[src/hw/rtl/eafd_pkg.sv]
// shared types and constants for the escaped api frame deframer
`timescale 1ns / 1ps

package eafd_pkg;

  localparam logic [7:0] DELIM_BYTE = 8'h7E;
  localparam logic [7:0] ESC_BYTE   = 8'h7D;
  localparam logic [7:0] ESC_XOR    = 8'h20;
  localparam logic [7:0] GOOD_SUM   = 8'hFF;

  localparam int unsigned QDEPTH = 4;
  localparam int unsigned QAW    = $clog2(QDEPTH);

  // one classified frame byte handed from front to back
  typedef struct packed {
    logic       last;
    logic [7:0] data;
  } tok_t;

  // push request from front end into the token queue
  typedef struct packed {
    logic valid;
    tok_t tok;
  } push_t;

  // token queue status seen by both sides
  typedef struct packed {
    logic full;
    logic empty;
  } qstat_t;

endpackage

[src/hw/rtl/eafd_front.sv]
// front end: delimiter hunt, unescaping, length field and byte classification
`timescale 1ns / 1ps

module eafd_front (
  input  logic          clk,
  input  logic          rst_n,
  input  logic          acc,
  input  logic [7:0]    rx_byte,
  output eafd_pkg::push_t push
);
  import eafd_pkg::*;

  typedef enum logic [4:0] {
    PH_IDLE    = 5'b00001,
    PH_LEN_HI  = 5'b00010,
    PH_LEN_LO  = 5'b00100,
    PH_CONTENT = 5'b01000,
    PH_CHECK   = 5'b10000
  } phase_t;

  phase_t      phase_r, phase_nxt;
  logic        esc_r, esc_nxt;
  logic [7:0]  len_hi_r, len_hi_nxt;
  logic [15:0] rem_r, rem_nxt;
  logic [7:0]  ub;
  logic        take;

  always_comb begin
    phase_nxt  = phase_r;
    esc_nxt    = esc_r;
    len_hi_nxt = len_hi_r;
    rem_nxt    = rem_r;
    push       = '0;
    ub         = esc_r ? (rx_byte ^ ESC_XOR) : rx_byte;
    take       = 1'b0;
    if (acc) begin
      if (phase_r == PH_IDLE) begin
        if (rx_byte == DELIM_BYTE) begin
          phase_nxt = PH_LEN_HI;
          esc_nxt   = 1'b0;
        end
      end else if (esc_r) begin
        esc_nxt = 1'b0;
        take    = 1'b1;
      end else if (rx_byte == ESC_BYTE) begin
        esc_nxt = 1'b1;
      end else begin
        take = 1'b1;
      end
      if (take) begin
        unique case (phase_r)
          PH_LEN_HI: begin
            len_hi_nxt = ub;
            phase_nxt  = PH_LEN_LO;
          end
          PH_LEN_LO: begin
            rem_nxt   = {len_hi_r, ub};
            phase_nxt = ({len_hi_r, ub} == 16'd0) ? PH_CHECK : PH_CONTENT;
          end
          PH_CONTENT: begin
            push.valid    = 1'b1;
            push.tok.data = ub;
            push.tok.last = 1'b0;
            rem_nxt       = rem_r - 16'd1;
            if (rem_r == 16'd1) begin
              phase_nxt = PH_CHECK;
            end
          end
          PH_CHECK: begin
            push.valid    = 1'b1;
            push.tok.data = ub;
            push.tok.last = 1'b1;
            phase_nxt     = PH_IDLE;
            esc_nxt       = 1'b0;
            rem_nxt       = 16'd0;
          end
          default: begin
            phase_nxt = PH_IDLE;
            esc_nxt   = 1'b0;
          end
        endcase
      end
    end
  end

  always_ff @(posedge clk) begin
    if (!rst_n) begin
      phase_r  <= PH_IDLE;
      esc_r    <= 1'b0;
      len_hi_r <= 8'd0;
      rem_r    <= 16'd0;
    end else begin
      phase_r  <= phase_nxt;
      esc_r    <= esc_nxt;
      len_hi_r <= len_hi_nxt;
      rem_r    <= rem_nxt;
    end
  end

  a_esc_in_frame: assert property (@(posedge clk) disable iff (!rst_n)
    esc_r |-> (phase_r != PH_IDLE))
    else $error("escape pending while hunting for delimiter");

  a_content_count: assert property (@(posedge clk) disable iff (!rst_n)
    (phase_r == PH_CONTENT) |-> (rem_r != 16'd0))
    else $error("content phase with no bytes remaining");

  a_push_only_accept: assert property (@(posedge clk) disable iff (!rst_n)
    push.valid |-> acc)
    else $error("token pushed without an accepted byte");

endmodule

[src/hw/rtl/eafd_fifo.sv]
// short token queue between front end and back end
`timescale 1ns / 1ps

module eafd_fifo (
  input  logic            clk,
  input  logic            rst_n,
  input  eafd_pkg::push_t push,
  input  logic            pop,
  output eafd_pkg::tok_t  head,
  output eafd_pkg::qstat_t stat
);
  import eafd_pkg::*;

  tok_t            mem [QDEPTH];
  logic [QAW-1:0]  wp_r, wp_nxt;
  logic [QAW-1:0]  rp_r, rp_nxt;
  logic [QAW:0]    cnt_r, cnt_nxt;
  logic            do_push, do_pop;

  assign stat.full  = (cnt_r == (QAW+1)'(QDEPTH));
  assign stat.empty = (cnt_r == '0);
  assign head       = mem[rp_r];
  assign do_push    = push.valid && !stat.full;
  assign do_pop     = pop && !stat.empty;

  always_comb begin
    wp_nxt  = do_push ? wp_r + QAW'(1) : wp_r;
    rp_nxt  = do_pop  ? rp_r + QAW'(1) : rp_r;
    cnt_nxt = cnt_r + (QAW+1)'(do_push) - (QAW+1)'(do_pop);
  end

  always_ff @(posedge clk) begin
    if (do_push) begin
      mem[wp_r] <= push.tok;
    end
  end

  always_ff @(posedge clk) begin
    if (!rst_n) begin
      wp_r  <= '0;
      rp_r  <= '0;
      cnt_r <= '0;
    end else begin
      wp_r  <= wp_nxt;
      rp_r  <= rp_nxt;
      cnt_r <= cnt_nxt;
    end
  end

  a_no_overflow: assert property (@(posedge clk) disable iff (!rst_n)
    push.valid |-> !stat.full)
    else $error("token pushed into full queue");

  a_cnt_bound: assert property (@(posedge clk) disable iff (!rst_n)
    cnt_r <= (QAW+1)'(QDEPTH))
    else $error("queue count beyond depth");

  a_ptr_gap: assert property (@(posedge clk) disable iff (!rst_n)
    (wp_r - rp_r) == cnt_r[QAW-1:0])
    else $error("queue pointers disagree with count");

endmodule

[src/hw/rtl/eafd_back.sv]
// back end: running checksum and registered result stage
`timescale 1ns / 1ps

module eafd_back (
  input  logic             clk,
  input  logic             rst_n,
  input  eafd_pkg::tok_t   head,
  input  eafd_pkg::qstat_t stat,
  output logic             pop,
  output logic             out_valid,
  input  logic             out_ready,
  output logic [7:0]       out_data_byte,
  output logic             out_last,
  output logic             out_checksum_ok
);
  import eafd_pkg::*;

  logic       vld_r, vld_nxt;
  logic [7:0] sum_r, sum_nxt;
  logic [7:0] data_r;
  logic       last_r;
  logic       ok_r;
  logic [7:0] total;

  assign pop   = !stat.empty && (!vld_r || out_ready);
  assign total = sum_r + head.data;

  always_comb begin
    vld_nxt = vld_r;
    sum_nxt = sum_r;
    if (out_ready) begin
      vld_nxt = 1'b0;
    end
    if (pop) begin
      vld_nxt = 1'b1;
      sum_nxt = head.last ? 8'd0 : total;
    end
  end

  always_ff @(posedge clk) begin
    if (!rst_n) begin
      vld_r <= 1'b0;
      sum_r <= 8'd0;
    end else begin
      vld_r <= vld_nxt;
      sum_r <= sum_nxt;
    end
  end

  always_ff @(posedge clk) begin
    if (pop) begin
      data_r <= head.data;
      last_r <= head.last;
      ok_r   <= head.last && (total == GOOD_SUM);
    end
  end

  assign out_valid       = vld_r;
  assign out_data_byte   = data_r;
  assign out_last        = last_r;
  assign out_checksum_ok = ok_r;

  a_ok_only_last: assert property (@(posedge clk) disable iff (!rst_n)
    (vld_r && !last_r) |-> !ok_r)
    else $error("checksum flag on a content result");

  a_sum_cleared: assert property (@(posedge clk) disable iff (!rst_n)
    (pop && head.last) |=> (sum_r == 8'd0))
    else $error("running sum not cleared after checksum");

  a_pop_has_room: assert property (@(posedge clk) disable iff (!rst_n)
    pop |-> (!vld_r || out_ready))
    else $error("result overwritten before it was taken");

endmodule

[src/hw/rtl/escaped_api_frame_deframer.sv]
// top level of the escaped api frame deframer
//
//   channel | ports                                   | direction
//   --------+-----------------------------------------+----------
//   in      | in_valid, in_ready, in_rx_byte           | sink
//   out     | out_valid, out_ready, out_data_byte,     | source
//           | out_last, out_checksum_ok                |
//
// one byte per cycle while in_ready is high; a content or checksum byte reaches the
// output after its transaction through the queue write, then the result reg
// reset (rst_n low, synchronous) returns to delimiter hunt with queue empty
// in_ready is low only when the four-entry token queue is full, which
// happens only after out_ready has been held low for several results
// escape, delimiter and length bytes never occupy a queue entry
`timescale 1ns / 1ps

module escaped_api_frame_deframer (
  input  logic       clk,
  input  logic       rst_n,
  input  logic       in_valid,
  output logic       in_ready,
  input  logic [7:0] in_rx_byte,
  output logic       out_valid,
  input  logic       out_ready,
  output logic [7:0] out_data_byte,
  output logic       out_last,
  output logic       out_checksum_ok
);
  import eafd_pkg::*;

  push_t  push;
  tok_t   head;
  qstat_t stat;
  logic   pop;
  logic   acc;

  // input transaction only when the queue can take a token
  assign in_ready = !stat.full;
  assign acc      = in_valid && in_ready;

  // delimiter hunt, unescape, length count
  eafd_front u_front (
    .clk     (clk),
    .rst_n   (rst_n),
    .acc     (acc),
    .rx_byte (in_rx_byte),
    .push    (push)
  );

  // decouples byte intake from result stalls
  eafd_fifo u_fifo (
    .clk   (clk),
    .rst_n (rst_n),
    .push  (push),
    .pop   (pop),
    .head  (head),
    .stat  (stat)
  );

  // checksum accumulate and output register
  eafd_back u_back (
    .clk             (clk),
    .rst_n           (rst_n),
    .head            (head),
    .stat            (stat),
    .pop             (pop),
    .out_valid       (out_valid),
    .out_ready       (out_ready),
    .out_data_byte   (out_data_byte),
    .out_last        (out_last),
    .out_checksum_ok (out_checksum_ok)
  );

  a_ready_when_empty: assert property (@(posedge clk) disable iff (!rst_n)
    stat.empty |-> in_ready)
    else $error("input stalled with empty queue");

  a_pop_drains: assert property (@(posedge clk) disable iff (!rst_n)
    (!stat.empty && !out_valid) |-> pop)
    else $error("back end idle while tokens wait");

  a_result_loaded: assert property (@(posedge clk) disable iff (!rst_n)
    pop |=> out_valid)
    else $error("popped token produced no result");

endmodule
[config.mk]
export PLATFORM = sky130hd
export DESIGN_NAME = escaped_api_frame_deframer
export DESIGN_NICKNAME = d
export VERILOG_FILES = /design/src/hw/rtl/eafd_pkg.sv /design/src/hw/rtl/eafd_front.sv /design/src/hw/rtl/eafd_fifo.sv /design/src/hw/rtl/eafd_back.sv /design/src/hw/rtl/escaped_api_frame_deframer.sv
export SDC_FILE = /design/constraint.sdc
export NUM_CORES = 1
export LEC_CHECK = 0
export BUFFER_PORTS_ARGS = -buffer_cell sky130_fd_sc_hd__buf_2
export CELL_PAD_IN_SITES_DETAIL_PLACEMENT = 1
export CELL_PAD_IN_SITES_GLOBAL_PLACEMENT = 1
export CORE_ASPECT_RATIO = 0.6
export CORE_MARGIN = 1
export CORE_UTILIZATION = 46
export CTS_BUF_LIST = sky130_fd_sc_hd__clkbuf_4 sky130_fd_sc_hd__clkbuf_8
export DETAILED_ROUTE_END_ITERATION = 12
export GPL_ROUTABILITY_DRIVEN = 1
export GPL_TIMING_DRIVEN = 0
export PLACE_DENSITY = 0.84
export RECOVER_POWER = 25
export SLEW_MARGIN = 20
export SYNTH_ARGS = -nofsm -noshare
export SYNTH_HDL_FRONTEND = slang
export SYNTH_SLANG_ARGS = --single-unit
[constraint.sdc]
create_clock -name clk -period 2.75 [get_ports clk]
set_input_delay 0.55 -clock clk [delete_from_list [all_inputs] [get_ports clk]]
set_output_delay 0.55 -clock clk [all_outputs]
set_load 0.02 [all_outputs]
==> summary.md <==
| Metric | Value |
|---|---|
| Async SR Flop Fraction | 0 |
| Synthesized area per cell | 11.2 um2 |
| Clock sinks | 94 |
| Sequential fraction of the synthesis area | 0.507 |
| Detailed Routing Iterations Pass 1 | 5 |
| Switching Power | 0.849 mW |
| First-pass GRT wire length | 20800 um |
| CP max stage cell | mux4_2 |
| Placed cells | 566 |
| CP Max Fanout | 5 |
| Post-Place Worst Slack | -472 ps |
| Total CTS buffers | 9 |
| Outcome | complete, but fails checks |
| Global Route Usage Sum | 0.269 |
| Vias | 3653 |
| Cell variety after synth | 75 |
| Vias in the first global route | 3683 |
| Tot Pwr | 3.14 mW |
| IO buf count | 23 |
| Die Y-Extent | 79.7 um |
| Clk buf depth | 2 |
| N_diodes | 0 |
| Worst min-delay path class | in -> reg |
| Starting Density | 0.489 |
| Setup Crit Path Kind | reg -> reg |
| Int Power | 2.29 mW |
| Failing checks | setup timing |
| Slew Limit Fails | 0 |
| Most frequent cells in the layout | 51 x nor2_1, 47 x dfxtp_1, 46 x edfxtp_1, 27 x buf_2, 21 x inv_1 |
| Post-detail-place hpwl | 9510 um |
| Post-CTS Hold Buffers | 0 |
| Total wire length | 13500 um |
| Top FF cell, synth | dfxtp_1 |
| Sequential power share | 0.496 |
| Comb power frac | 0.173 |
| Die width | 131 um |
| DRT iter0 DRCs | 363 |
| Via-per-instance ratio | 6.19 |
| YS warnings | 0 |
| Number of synthesized flops with an enable pin | 46 |
| P&R area growth vs syn | 14.8% |
| Final hold vios | 0 |
| Layout Nets | 484 |
| Max Fclk | 359 MHz |
| Slew headroom | 0.445 |
| Final Cycle Share | 1.01 |
| Clock share of power | 0.331 |
| Skew-Pair Late Insertion Delay | 370 ps |
| Die area | 0.0105 mm2 |
| Setup crit end kind | flip-flop |
| Post-Syn Nets | 442 |
| Hold Path Origin | out_ready |
| Pwr/cell area | 592 mW/mm2 |
| Total gr overflow | 0 |
| Final setup margin | -37.7 ps |
| RD Place Congestion | 0.903 |
| DRC viols | 0 |
| Cells after Synth | 413 |
| Hold WS | 443 ps |
| TritonCTS clock tree | done |
| Net Sw Frac | 0.270 |
| Max rail drop VDD | 0.288 mV |
| Post-route ant nets | 0 |
| Area post-placement | 0.00490 mm2 |
| Initial antenna violation count | 0 |
| Flop and latch count out of synthesis | 94 |
| Fin crit period | 2790 ps |
| Cell Area, Synth | 0.00462 mm2 |
| Worst-path clk slew | 90 ps |
| Largest net degree at the start of global routing | 18 |
| Final Setup Violations | 1 |
| Layout Utilization | 0.561 |
| Arrival time worst endpoint | 3050 ps |
| Fin cells | 590 |
| Slowest stage delay, CP | 610 ps |
| Routed len/inst | 22.8 um |
| Clock Skew | 8.94 ps |
| Sum Neg Setup Slack | -37.7 ps |
| Number of cell rows | 27 |
| Root buffer cell | clkbuf_8 |
| Worst Tran Pin Value | 825 ps |
| Final instance area | 0.00531 mm2 |
| Core area | 0.00946 mm2 |
| Layout cells sized above 1 | 0.230 |
| Max-cap violations | 0 |
| I/O Pins | 24 |
| Leak Pwr | 1.77 nW |
| Worst-path cell chain | buf_8, buf_4, mux4_2, ha_4, a21oi_1, nand4b_1, and4b_2, o21ba_1, a311o_2 |
| CP required | 3010 ps |
| H-Tree Depth | 3 |
| RSZ-0062 raised after global routing | yes |
| Most common cell after layout, fill and taps aside | nor2_1 |
| Critical Path Start Type | flip-flop |
[critical path: cells and delay by family, from the launching register on]
| family | cells | cell delay (ps) |
|---|---|---|
| AND/OR/NAND/NOR | 2 | 550 |
| flip-flops | 1 | 340 |
| buffers and inverters | 2 | 270 |
| adder cells (fa/ha/maj) | 1 | 310 |
| multiplexers | 1 | 610 |
| AO/OA/AOI/OAI | 3 | 600 |
[layout make-up]
| class | count | area, um2 |
|---|---|---|
| Fill cell | 1021 | 4150 |
| Sequential cell | 94 | 2340 |
| Multi-Input combinational cell | 277 | 2190 |
| Timing Repair Buffer | 32 | 183 |
| Tap cell | 130 | 163 |
| Clock buffer | 12 | 146 |
| Buffer | 18 | 123 |
| Inverter | 23 | 93.8 |
| Clock inverter | 4 | 71.3 |
[metal layers]
| layer | vias up | wire [um] | part of all wire | GRT usage |
|---|---|---|---|---|
| met3 | 29 | 1010 | 0.075 | 0.0781 |
| li1 | 1635 | - | - | - |
| met2 | 146 | 6150 | 0.46 | 0.426 |
| met1 | 1843 | 6100 | 0.45 | 0.358 |
| met4 | 0 | 200 | 0.015 | 0.0779 |
| met5 | - | 0 | 0 | 0 |
[flip-flops by register name, summed over array words and instances (netlist names), named ones only]
signal,count
u_fifo.mem,36
u_front.rem_r,16
u_back.out_data_byte,8
u_back.sum_r,8
u_front.len_hi_r,8
u_front.phase_r,5
u_fifo.cnt_r,3
u_fifo.rp_r,2
u_fifo.wp_r,2
u_back.out_checksum_ok,1
u_back.out_last,1
u_back.out_valid,1
u_front.esc_r,1
[power by group through the flow]
stage                     registers [mW]  logic [mW]  clock network, mW
after floorplan                     1.59       0.346                  0
after CTS                           1.56       0.493               1.05
after global placement              1.59       0.464                  0
after global routing                1.56       0.598               1.10
after detailed placement            1.59       0.486                  0
final                               1.56       0.542               1.04
[synth_stat cells (3+ instances only)]
cell,instances,area share
a211oi_1,6,0.0097
a21oi_1,12,0.013
a22oi_1,4,0.0065
a2bb2oi_1,6,0.011
a32o_1,6,0.013
and2_1,12,0.016
and4b_1,3,0.0065
buf_2,4,0.0043
buf_6,4,0.0097
clkbuf_1,5,0.0041
dfxtp_1,48,0.21
edfxtp_1,46,0.30
ha_1,15,0.041
inv_1,21,0.017
mux2i_1,9,0.019
mux4_2,9,0.044
nand2_1,18,0.015
nand4_1,5,0.0068
nor2_1,51,0.041
nor3_1,12,0.013
nor4_1,10,0.014
o211ai_1,4,0.0065
o21a_1,3,0.0049
o21ai_0,19,0.021
o21ai_1,3,0.0032
or4_1,3,0.0049
xnor2_1,6,0.011
xor2_1,5,0.0095
[worst paths after layout]
| check | cells past startpoint | slack (ps) | endpoint |
|---|---|---|---|
| hold reg to reg | 2 | 480 | u_back.out_valid$_SDFFE_PN0P_ |
| setup reg to reg | 9 | -40 | u_back.sum_r[7]$_SDFFE_PN0P_ |
| setup / recovery | 9 | -40 | u_back.sum_r[7]$_SDFFE_PN0P_ |
| hold / removal | 4 | 440 | u_back.out_valid$_SDFFE_PN0P_ |
[what timing repair did]
action | 4_1_cts | 5_1_grt
pin swaps | 3 | 12
setup buffers | 1 | 8
gates resized for setup | 15 | 14
endpoints found under the setup margin | 5 | 5
[cells by family (layout without fill, tap and decap cells)]
group | after synthesis | after routing | share of synthesized area
AND/OR/NAND/NOR | 139 | 139 | 0.166
flip-flops | 94 | 94 | 0.507
adder cells (fa/ha/maj) | 17 | 17 | 0.0493
XOR/XNOR | 11 | 11 | 0.0208
multiplexers | 18 | 18 | 0.0633
AO/OA/AOI/OAI | 92 | 92 | 0.148
buffers and inverters | 42 | 89 | 0.0455
No activity file was read; power rests on OpenSTA's default activity.
